<file path="src/rtl/tlp_pkg.sv">
// shared types and constants for the tensor layout permute block
package tlp_pkg;

  localparam int IndexBits    = 24;
  localparam int DestW        = 24;
  localparam int ValueW       = 32;
  localparam int CfgDataW     = 13;
  localparam int CfgIdxW      = 3;
  localparam int TotalW       = 43;
  localparam int SettleCycles = 3;
  localparam int SettleW      = $clog2(SettleCycles + 1);

  typedef enum logic [1:0] {
    MODE_NCHW_NHWC = 2'd0,
    MODE_NHWC_NCHW = 2'd1,
    MODE_OIKK_IOKK = 2'd2
  } mode_e;

  typedef enum logic [CfgIdxW-1:0] {
    REG_MODE    = 3'd0,
    REG_OUTER   = 3'd1,
    REG_CHANNEL = 3'd2,
    REG_HEIGHT  = 3'd3,
    REG_WIDTH   = 3'd4
  } reg_idx_e;

  typedef struct packed {
    logic [1:0]  mode;
    logic [6:0]  outer_count;
    logic [12:0] channel_count;
    logic [10:0] height;
    logic [10:0] width;
  } cfg_t;

  typedef struct packed {
    logic             ok;
    logic [DestW-1:0] s_outer;
    logic [DestW-1:0] s_chan;
    logic [DestW-1:0] s_row;
    logic [DestW-1:0] s_col;
  } stride_t;

endpackage

</file>
<file path="src/rtl/tlp_stride.sv">
// stride and settings check pipeline: three registered multiply stages
module tlp_stride (
  input  logic            clk_i,
  input  tlp_pkg::cfg_t   cfg_i,
  output tlp_pkg::stride_t stride_o
);
  import tlp_pkg::*;

  localparam logic [TotalW-1:0] MaxTotal = {{(TotalW-1){1'b0}}, 1'b1} << IndexBits;

  logic [10:0] w_eff;
  logic        range_ok;

  logic [21:0] hw_q;
  logic [23:0] wc_q;
  logic [21:0] hh_q;
  logic        ok1_q;

  logic [34:0] hwc_q;
  logic [28:0] ohh_q;
  logic        ok2_q;

  logic [TotalW-1:0] total;
  stride_t           stride_d;
  stride_t           stride_q;

  assign w_eff = (cfg_i.mode == MODE_OIKK_IOKK) ? cfg_i.height : cfg_i.width;

  assign range_ok = (cfg_i.mode == MODE_NCHW_NHWC || cfg_i.mode == MODE_NHWC_NCHW ||
                     cfg_i.mode == MODE_OIKK_IOKK) &&
                    cfg_i.outer_count != 7'd0 && cfg_i.outer_count <= 7'd64 &&
                    cfg_i.channel_count != 13'd0 && cfg_i.channel_count <= 13'd4096 &&
                    cfg_i.height != 11'd0 && cfg_i.height <= 11'd1024 &&
                    w_eff != 11'd0 && w_eff <= 11'd1024;

  assign total = TotalW'(cfg_i.outer_count) * TotalW'(hwc_q);

  always_comb begin
    stride_d    = '0;
    stride_d.ok = ok2_q && (total <= MaxTotal);
    case (cfg_i.mode)
      MODE_NCHW_NHWC: begin
        stride_d.s_outer = DestW'(hwc_q);
        stride_d.s_chan  = DestW'(1);
        stride_d.s_row   = DestW'(wc_q);
        stride_d.s_col   = DestW'(cfg_i.channel_count);
      end
      MODE_NHWC_NCHW: begin
        stride_d.s_outer = DestW'(hwc_q);
        stride_d.s_chan  = DestW'(hw_q);
        stride_d.s_row   = DestW'(w_eff);
        stride_d.s_col   = DestW'(1);
      end
      MODE_OIKK_IOKK: begin
        stride_d.s_outer = DestW'(hh_q);
        stride_d.s_chan  = DestW'(ohh_q);
        stride_d.s_row   = DestW'(cfg_i.height);
        stride_d.s_col   = DestW'(1);
      end
      default: begin
        stride_d.ok = 1'b0;
      end
    endcase
  end

  always_ff @(posedge clk_i) begin
    hw_q     <= 22'(cfg_i.height) * 22'(w_eff);
    wc_q     <= 24'(w_eff) * 24'(cfg_i.channel_count);
    hh_q     <= 22'(cfg_i.height) * 22'(cfg_i.height);
    ok1_q    <= range_ok;
    hwc_q    <= 35'(hw_q) * 35'(cfg_i.channel_count);
    ohh_q    <= 29'(cfg_i.outer_count) * 29'(hh_q);
    ok2_q    <= ok1_q;
    stride_q <= stride_d;
  end

  assign stride_o = stride_q;

endmodule

</file>
<file path="src/rtl/tensor_layout_permute.sv">
// top level: streaming tensor layout permute with destination index generation
//
// Elements enter in source order, one transfer per cycle, and each is held in the
// output register with its destination index from the cycle after it is taken; a new
// element is taken every cycle while the output side keeps up and no settle is pending.
// The destination index is the sum of four per-axis terms that step by strides, so no
// multiply sits in the element path. The strides and the settings check come from a
// three-stage registered multiplier pipeline: after reset and after every write to one
// of the five registers the input is held off while it settles; such a write also restarts the position counters.
module tensor_layout_permute (
  input  logic                          clk_i,
  input  logic                          rst_ni,
  input  logic                          cfg_we_i,
  input  logic [tlp_pkg::CfgIdxW-1:0]   cfg_idx_i,
  input  logic [tlp_pkg::CfgDataW-1:0]  cfg_data_i,
  input  logic                          s_axis_tvalid,
  output logic                          s_axis_tready,
  input  logic [31:0]                   s_axis_tdata,   // elem_value
  input  logic                          s_axis_tlast,   // last_in
  output logic                          m_axis_tvalid,
  input  logic                          m_axis_tready,
  output logic [55:0]                   m_axis_tdata,   // out_value, dest_index
  output logic                          m_axis_tlast,   // last_out
  output logic                          m_axis_tuser    // size_error
);
  import tlp_pkg::*;

  cfg_t         cfg_q;
  stride_t      stride;
  logic [SettleW-1:0] settle_q;
  logic         cfg_hit;
  logic         in_acc;

  logic [5:0]   pos_outer_q, pos_outer_d;
  logic [11:0]  pos_chan_q, pos_chan_d;
  logic [9:0]   pos_row_q, pos_row_d;
  logic [9:0]   pos_col_q, pos_col_d;
  logic [DestW-1:0] term_outer_q, term_outer_d;
  logic [DestW-1:0] term_chan_q, term_chan_d;
  logic [DestW-1:0] term_row_q, term_row_d;
  logic [DestW-1:0] term_col_q, term_col_d;

  logic [10:0]  w_eff;
  logic         fin;
  logic         wrap_outer, wrap_chan, wrap_row, wrap_col;
  logic [DestW-1:0] dest_sum;

  logic         out_valid_q;
  logic [ValueW-1:0] out_value_q;
  logic [DestW-1:0]  out_dest_q;
  logic         out_last_q;
  logic         out_err_q;

  tlp_stride u_stride (
    .clk_i    (clk_i),
    .cfg_i    (cfg_q),
    .stride_o (stride)
  );

  assign cfg_hit = cfg_we_i && (cfg_idx_i == REG_MODE || cfg_idx_i == REG_OUTER ||
                                cfg_idx_i == REG_CHANNEL || cfg_idx_i == REG_HEIGHT ||
                                cfg_idx_i == REG_WIDTH);

  assign s_axis_tready = (settle_q == '0) && (!out_valid_q || m_axis_tready);
  assign in_acc        = s_axis_tvalid && s_axis_tready;

  assign w_eff = (cfg_q.mode == MODE_OIKK_IOKK) ? cfg_q.height : cfg_q.width;

  assign fin = ({1'b0, pos_outer_q} == cfg_q.outer_count - 7'd1) &&
               ({1'b0, pos_chan_q} == cfg_q.channel_count - 13'd1) &&
               ({1'b0, pos_row_q} == cfg_q.height - 11'd1) &&
               ({1'b0, pos_col_q} == w_eff - 11'd1);

  assign wrap_outer = ({1'b0, pos_outer_q} + 7'd1) >= cfg_q.outer_count;
  assign wrap_chan  = ({1'b0, pos_chan_q} + 13'd1) >= cfg_q.channel_count;
  assign wrap_row   = ({1'b0, pos_row_q} + 11'd1) >= cfg_q.height;
  assign wrap_col   = ({1'b0, pos_col_q} + 11'd1) >= w_eff;

  assign dest_sum = term_outer_q + term_chan_q + term_row_q + term_col_q;

  // position counters and per-axis index terms
  always_comb begin
    pos_outer_d  = pos_outer_q;
    pos_chan_d   = pos_chan_q;
    pos_row_d    = pos_row_q;
    pos_col_d    = pos_col_q;
    term_outer_d = term_outer_q;
    term_chan_d  = term_chan_q;
    term_row_d   = term_row_q;
    term_col_d   = term_col_q;
    if (in_acc) begin
      if (!stride.ok || fin || s_axis_tlast) begin
        pos_outer_d  = '0;
        pos_chan_d   = '0;
        pos_row_d    = '0;
        pos_col_d    = '0;
        term_outer_d = '0;
        term_chan_d  = '0;
        term_row_d   = '0;
        term_col_d   = '0;
      end else if (cfg_q.mode == MODE_NHWC_NCHW) begin
        pos_chan_d  = pos_chan_q + 12'd1;
        term_chan_d = term_chan_q + stride.s_chan;
        if (wrap_chan) begin
          pos_chan_d  = '0;
          term_chan_d = '0;
          pos_col_d   = pos_col_q + 10'd1;
          term_col_d  = term_col_q + stride.s_col;
          if (wrap_col) begin
            pos_col_d  = '0;
            term_col_d = '0;
            pos_row_d  = pos_row_q + 10'd1;
            term_row_d = term_row_q + stride.s_row;
            if (wrap_row) begin
              pos_row_d    = '0;
              term_row_d   = '0;
              pos_outer_d  = pos_outer_q + 6'd1;
              term_outer_d = term_outer_q + stride.s_outer;
              if (wrap_outer) begin
                pos_outer_d  = '0;
                term_outer_d = '0;
              end
            end
          end
        end
      end else begin
        pos_col_d  = pos_col_q + 10'd1;
        term_col_d = term_col_q + stride.s_col;
        if (wrap_col) begin
          pos_col_d  = '0;
          term_col_d = '0;
          pos_row_d  = pos_row_q + 10'd1;
          term_row_d = term_row_q + stride.s_row;
          if (wrap_row) begin
            pos_row_d   = '0;
            term_row_d  = '0;
            pos_chan_d  = pos_chan_q + 12'd1;
            term_chan_d = term_chan_q + stride.s_chan;
            if (wrap_chan) begin
              pos_chan_d   = '0;
              term_chan_d  = '0;
              pos_outer_d  = pos_outer_q + 6'd1;
              term_outer_d = term_outer_q + stride.s_outer;
              if (wrap_outer) begin
                pos_outer_d  = '0;
                term_outer_d = '0;
              end
            end
          end
        end
      end
    end
  end

  always_ff @(posedge clk_i or negedge rst_ni) begin
    if (!rst_ni) begin
      cfg_q.mode          <= MODE_NCHW_NHWC;
      cfg_q.outer_count   <= 7'd1;
      cfg_q.channel_count <= 13'd1;
      cfg_q.height        <= 11'd1;
      cfg_q.width         <= 11'd1;
      settle_q            <= SettleW'(SettleCycles);
      pos_outer_q         <= '0;
      pos_chan_q          <= '0;
      pos_row_q           <= '0;
      pos_col_q           <= '0;
      term_outer_q        <= '0;
      term_chan_q         <= '0;
      term_row_q          <= '0;
      term_col_q          <= '0;
      out_valid_q         <= 1'b0;
    end else begin
      if (cfg_we_i) begin
        case (cfg_idx_i)
          REG_MODE:    cfg_q.mode          <= cfg_data_i[1:0];
          REG_OUTER:   cfg_q.outer_count   <= cfg_data_i[6:0];
          REG_CHANNEL: cfg_q.channel_count <= cfg_data_i[12:0];
          REG_HEIGHT:  cfg_q.height        <= cfg_data_i[10:0];
          REG_WIDTH:   cfg_q.width         <= cfg_data_i[10:0];
          default: ;
        endcase
      end
      if (cfg_hit) begin
        settle_q     <= SettleW'(SettleCycles);
        pos_outer_q  <= '0;
        pos_chan_q   <= '0;
        pos_row_q    <= '0;
        pos_col_q    <= '0;
        term_outer_q <= '0;
        term_chan_q  <= '0;
        term_row_q   <= '0;
        term_col_q   <= '0;
      end else begin
        if (settle_q != '0) begin
          settle_q <= settle_q - SettleW'(1);
        end
        pos_outer_q  <= pos_outer_d;
        pos_chan_q   <= pos_chan_d;
        pos_row_q    <= pos_row_d;
        pos_col_q    <= pos_col_d;
        term_outer_q <= term_outer_d;
        term_chan_q  <= term_chan_d;
        term_row_q   <= term_row_d;
        term_col_q   <= term_col_d;
      end
      if (in_acc) begin
        out_valid_q <= 1'b1;
      end else if (m_axis_tready) begin
        out_valid_q <= 1'b0;
      end
    end
  end

  // result payload
  always_ff @(posedge clk_i) begin
    if (in_acc) begin
      out_value_q <= s_axis_tdata;
      out_dest_q  <= stride.ok ? dest_sum : '0;
      out_last_q  <= stride.ok && fin && s_axis_tlast;
      out_err_q   <= !stride.ok || (fin != s_axis_tlast);
    end
  end

  assign m_axis_tvalid = out_valid_q;
  assign m_axis_tdata  = {out_dest_q, out_value_q};
  assign m_axis_tlast  = out_last_q;
  assign m_axis_tuser  = out_err_q;

`ifndef SYNTHESIS
  assert property (@(posedge clk_i) disable iff (!rst_ni)
    cfg_hit |=> !s_axis_tready)
    else $error("input taken while stride pipeline settles");

  assert property (@(posedge clk_i) disable iff (!rst_ni)
    m_axis_tvalid |-> !(m_axis_tlast && m_axis_tuser))
    else $error("result flagged both complete and size error");

  assert property (@(posedge clk_i) disable iff (!rst_ni)
    (in_acc && !stride.ok && !cfg_hit) |=>
      (pos_outer_q == '0 && pos_chan_q == '0 && pos_row_q == '0 && pos_col_q == '0 &&
       dest_sum == '0))
    else $error("counters not cleared under invalid settings");

  assert property (@(posedge clk_i) disable iff (!rst_ni)
    (out_valid_q && !m_axis_tready) |-> !s_axis_tready)
    else $error("input taken while result register is held");
`endif

endmodule
</file>
<file path="config.mk">
export PLATFORM = sky130hd
export DESIGN_NAME = tensor_layout_permute
export DESIGN_NICKNAME = d
export VERILOG_FILES = /design/src/rtl/tlp_pkg.sv /design/src/rtl/tlp_stride.sv /design/src/rtl/tensor_layout_permute.sv
export SDC_FILE = /design/constraint.sdc
export NUM_CORES = 2
export LEC_CHECK = 0
export BUFFER_PORTS_ARGS = -buffer_cell sky130_fd_sc_hd__buf_2
export CAP_MARGIN = 30
export CORE_AREA = 8 8 287 358
export CTS_CLUSTER_DIAMETER = 40
export DETAILED_ROUTE_END_ITERATION = 12
export DIE_AREA = 0 0 295 366
export PLACE_DENSITY = 0.74
export SLEW_MARGIN = 20
export SYNTH_ARGS = -nofsm -noshare
export SYNTH_HDL_FRONTEND = slang
export SYNTH_HIERARCHICAL = 1
export SYNTH_SLANG_ARGS = --single-unit
export TNS_END_PERCENT = 10
</file>
<file path="constraint.sdc">
create_clock -name clk_i -period 8.4 [get_ports clk_i]
set_input_delay 0.42 -clock clk_i [delete_from_list [all_inputs] [get_ports clk_i]]
set_output_delay 0.42 -clock clk_i [all_outputs]
set_load 0.03 [all_outputs]
</file>
* Word-level counts from Yosys, hierarchy flattened
Cells that the tools add are included.
Cells by class: add/subtract/negate cells 20, multiply operators 6, order comparisons 9, eq/ne operators 12, mux-type cells 68, reductions and logical operators 54
Operators with widths (count):
- two-way mux 24 bit | 31
- one-hot mux 96 bit (3 select lines) | 1
- adder 24 bit | 7
- two-way mux 10 bit | 13
- two-way mux 12 bit | 7
- two-way mux 6 bit | 11
- multiplier 11 x 11 -> 22 bit | 2
- <= comparator 42 x 25 -> 1 bit (second input constant) | 1
- multiplier 7 x 35 -> 42 bit | 1
- multiplier 22 x 13 -> 35 bit | 1
- multiplier 11 x 13 -> 24 bit | 1
- multiplier 7 x 22 -> 24 bit | 1
- adder 10 x 1 -> 11 bit (second input constant) | 2
- equality test 10 x 11 -> 1 bit | 2
- >= comparator 11 bit | 2
- <= comparator 11 bit (second input constant) | 2
- nonzero test 11 bit | 2
- subtractor 11 x 1 -> 11 bit (second input constant) | 2
- adder 10 x 1 -> 10 bit (second input constant) | 2
- logical AND 1 bit | 17
- adder 12 x 1 -> 13 bit (second input constant) | 1
- equality test 12 x 13 -> 1 bit | 1
- >= comparator 13 bit | 1
- <= comparator 13 bit (second input constant) | 1
- other kinds (32) | 57
Word-level totals: bits in registers 465, input port bits 54, output and inout bits 60, word-level logic and storage cells 200

* Logic depth before layout (Yosys ltp)
word-level depth 11, gate-level depth with buffers 27, depth with buffers taken out 24

* By module
Netlist, hierarchy kept.
Modules (own cells, without submodules):
- tlp_stride | instances 1, cells an instance 4257, area each 37791.2 um^2, seq. area each 4284.1 um^2
- tensor_layout_permute | instances 1, cells an instance 1854, area each 18047.3 um^2, seq. area each 6278.5 um^2

* Worst setup path before layout
No wires, ideal clock.
path type reg-to-reg, start point register cfg_q[42] in the netlist's numbering, end point register u_stride.hw_q[21], library setup time 0.129 ns, arrival 6.588 ns, required time 8.271 ns, path slack 1.683 ns, stages on the path, launching flop included 28, path buffers 3, period minus slack after synthesis 6.717 ns, cells stage by stage dfrtp_1 inv_1 ha_1 clkbuf_1 clkbuf_1 mux2_2 clkbuf_1 nand2_1 fa_1 inv_1 fa_1 inv_1 fa_1 inv_1 fa_1 inv_1 fa_1 inv_1 ha_1 or2_2 a21oi_1 a31oi_1 a41o_1 o211a_1 o21a_1 o21a_1 o41ai_1 xnor2_1
On the way: cells in the longest elaborated chain, start to end 3
Ends and longest elaborated chain:
- start, declared | line tensor_layout_permute.sv:28 | cfg_t cfg_q;
- equality test 2 bit | line tlp_stride.sv:27 | assign w_eff = (cfg_i.mode == MODE_OIKK_IOKK) ? cfg_i.height : cfg_i.width;
- two-way mux 11 bit | line tlp_stride.sv:27
- multiplier 11 x 11 -> 22 bit | line tlp_stride.sv:67 | hw_q <= 22'(cfg_i.height) * 22'(w_eff);
- end signal, assigned | line tlp_stride.sv:67
- end, declared | line tlp_stride.sv:14 | logic [21:0] hw_q;
Every way passes these cells. A chain may end at the register's enable or synchronous reset.

* Worst setup path in the final report
Same ends and word-level chain as after synthesis.

==> results.ini <==
[sta]
tns_ns = 0
tightest_slew_ns = 1.009
finalHoldViolCount = 0
finalCritPeriodShare = 0.8050
setup_violations = 0
relSlewSlack = 0.3271
rsz0062_at_grt = false
fmax_ghz = 0.1479
skew_ns = 0.04053
maxSlewViolCount = 0
fin_hold_ws_ns = 0.04535
fin_crit_ns = 6.762

[setup_path]
path_buf_inv = 6
critPathSlowestCell = mux2_2
critPathRequiredTime_ns = 8.90
crit_chain = inv_1 > ha_2 > mux2_2 > nand2_1 > fa_1 > inv_1 > fa_1 > inv_1 > fa_1 > inv_1 > fa_1 > inv_1 > fa_1 > inv_1 > ha_1 > or2_2 > a21oi_1 > a31oi_1 > a41o_1 > o211a_1 > o21a_1 > o21a_1 > o41ai_1 > xnor2_1
endpoint_kind = flip-flop
critPathLaunchType = flip-flop
critical_path.top_delay_family = adder cells
crit_type = reg2reg
cp_common_cell = inv_1
cp_max_fo = 25
crit_path_max_incr_delay_ns = 0.55
critPathArrivalTime_ns = 7.26

[grt]
top_usage_layer = met2
grt_pass1_vias = 44960
grt_use_met2 = 0.4739
grt_pass1_wl_microns = 240900
grt_usage = 0.2798
gr-usage-met3 = 0.04382
grt_remaining_overflow = 0
antenna_found_initial = 8
grtUsageMet1 = 0.3442
grt_max_degree = 74

[die]
core_sq_um = 96890
start_util = 0.5763
die_area_sq_um = 108000
io_pins = 114
die_h_microns = 366
fp.dieW_microns = 295
rows = 128

[drt]
routed_via_density = 5.840
wl_per_cell_microns = 20.25
routed_wl_microns = 151700
num_vias = 43730
drc = 0
drtPass1Iterations = 7
detail_route.iter0.violations = 3620
ant_nets = 0

[synthesis]
synth_area_sq_um = 55840
netlist_top_cells_area = fa_1 27%, ha_1 12%, dfrtp_1 7.8%
yosysTopAreaCell = fa_1
synth.most_common_cell = nand2_1
ys_warn_count = 6
postSynthAreaPerCell_sq_um = 9.137
synth_edf_count = 58
synth_flop_cell = dfxtp_1
yosys-top-cells-count = 853 x nand2_1, 832 x inv_1, 762 x fa_1, 516 x ha_1, 462 x and2_1
ys_ff_latch = 453
synth_cells = 6111
synth_cell_types = 99
async_flop_share = 0.3996
yosys.area.top_type_share = 0.2732
ys_seq_area_frac = 0.1892

[clock_network]
clkSlewWorstSetupHoldPaths_ns = 0.06
clkSinkCount = 453
post_cts_resized = 0
cts_max_level = 3
numCtsBuffers = 77
cts_tree = built
postCtsSetupRepairBufs = 0
clk_latency_ns = 0.65
clk_path_buf_depth = 3
root_buffer = clkbuf_16

[placed_design]
hpwl_microns = 117400
place_congestion = 0.9787
port_buffers = 113

[cells_and_area]
nets = 7455
drive_above_1_share = 0.06660
n_fill_cell = 7997
syn2layout_area_growth_pct = 8.257

[flow_run]
max_cap_violations = 0

[min_path]
hold_class = in2reg

[outcome]
status = completed

==> cells in the final DEF, fill, tap and decap left out, drive strengths merged, types with 79 or more instances in the layout <==
| cell type | instances |
|---|---|
| o21ai | 192 |
| clkbuf | 88 |
| ha | 516 |
| inv | 861 |
| nor3 | 79 |
| xnor2 | 190 |
| nand3 | 79 |
| buf | 172 |
| dfxtp | 214 |
| a21o | 97 |
| and2 | 463 |
| a21oi | 193 |
| fa | 762 |
| nand2 | 853 |
| nor2 | 218 |
| dfrtp | 175 |
| xor2 | 125 |
==> tightest hold or removal path, stage by stage <==
cell,delay [ns]
buf_2,0.07
nand2b_1,0.10
nand2_1,0.05
==> cell families after synthesis <==
| family | count (synthesis) | synth area share |
|---|---|---|
| other cells | 2 | 0.0001345 |
| buf+inv | 1118 | 0.07762 |
| mux | 57 | 0.01136 |
| fa+ha+maj | 1278 | 0.3888 |
| simple gates | 1986 | 0.1736 |
| xor+xnor | 315 | 0.04954 |
| compound gates | 902 | 0.1098 |
| flops | 453 | 0.1892 |
==> stage by stage <==
step | cell area (sq um) | instances | util | setup slack (ns)
global placement | 57340 | 7305 | 0.5918 | 1.715
global route | 60440 | 7486 | 0.6238 | 1.280
floorplan | 55880 | 6123 | - | 1.683
CTS | 60380 | 7482 | 0.6231 | 1.661
finish | 60450 | 7489 | 0.6239 | 1.638
detailed placement | 57370 | 7307 | 0.5921 | 1.682
==> final timing paths <==
path                            depth (start not counted)                           to  slack, ns                   start
min in group asynchronous                               2   term_col_q[14]$_DFFE_PN0P_       0.35                  rst_ni
worst min-delay path                                    3    m_axis_tvalid$_DFFE_PN0P_       0.05           m_axis_tready
worst min register to register                          0       u_stride/ok2_q$_DFF_P_       0.32  u_stride/ok1_q$_DFF_P_
worst max-delay path                                   24    u_stride/hw_q[21]$_DFF_P_       1.64   cfg_q[42]$_DFFE_PN0P_
worst max register to register                         24    u_stride/hw_q[21]$_DFF_P_       1.64   cfg_q[42]$_DFFE_PN0P_
max in group asynchronous                               4  term_outer_q[1]$_DFFE_PN0P_       6.53                  rst_ni
==> per-layer routing <==
| layer | wire [microns] | vias up |
|---|---|---|
| met5 | 0 | - |
| met4 | 8609 | 0 |
| met2 | 73950 | 1604 |
| li1 | - | 19890 |
| met1 | 57950 | 21830 |
| met3 | 11180 | 413 |
==> state kept, by name, summed over array words and instances (netlist names), 32 cells and up <==
signal,cells
u_stride/hwc_q,35
cfg_q,44
u_stride/stride_o,86
out_value_q,32
==> what timing repair did <==
action                                  4_1_cts  5_1_grt
endpoints found under the hold margin       101        0
endpoints found under the setup margin        0        0
hold buffers                                 33        0
==> final cells by class <==
class                   count  area (sq um)  share of cell area
diodes                      3         7.507           0.0001242
clock buffers              87          2027             0.03353
clock inverters            55         645.6             0.01068
inverters                 832          3123             0.05166
multi-input cells        4552         41040              0.6789
flip-flops and latches    453         10570              0.1748
well taps                1300          1627             0.02691
repair buffers            207          1416             0.02343
Power is not shown: default switching activity piles up to over one toggle a cycle in this logic, so the estimate is an artifact.
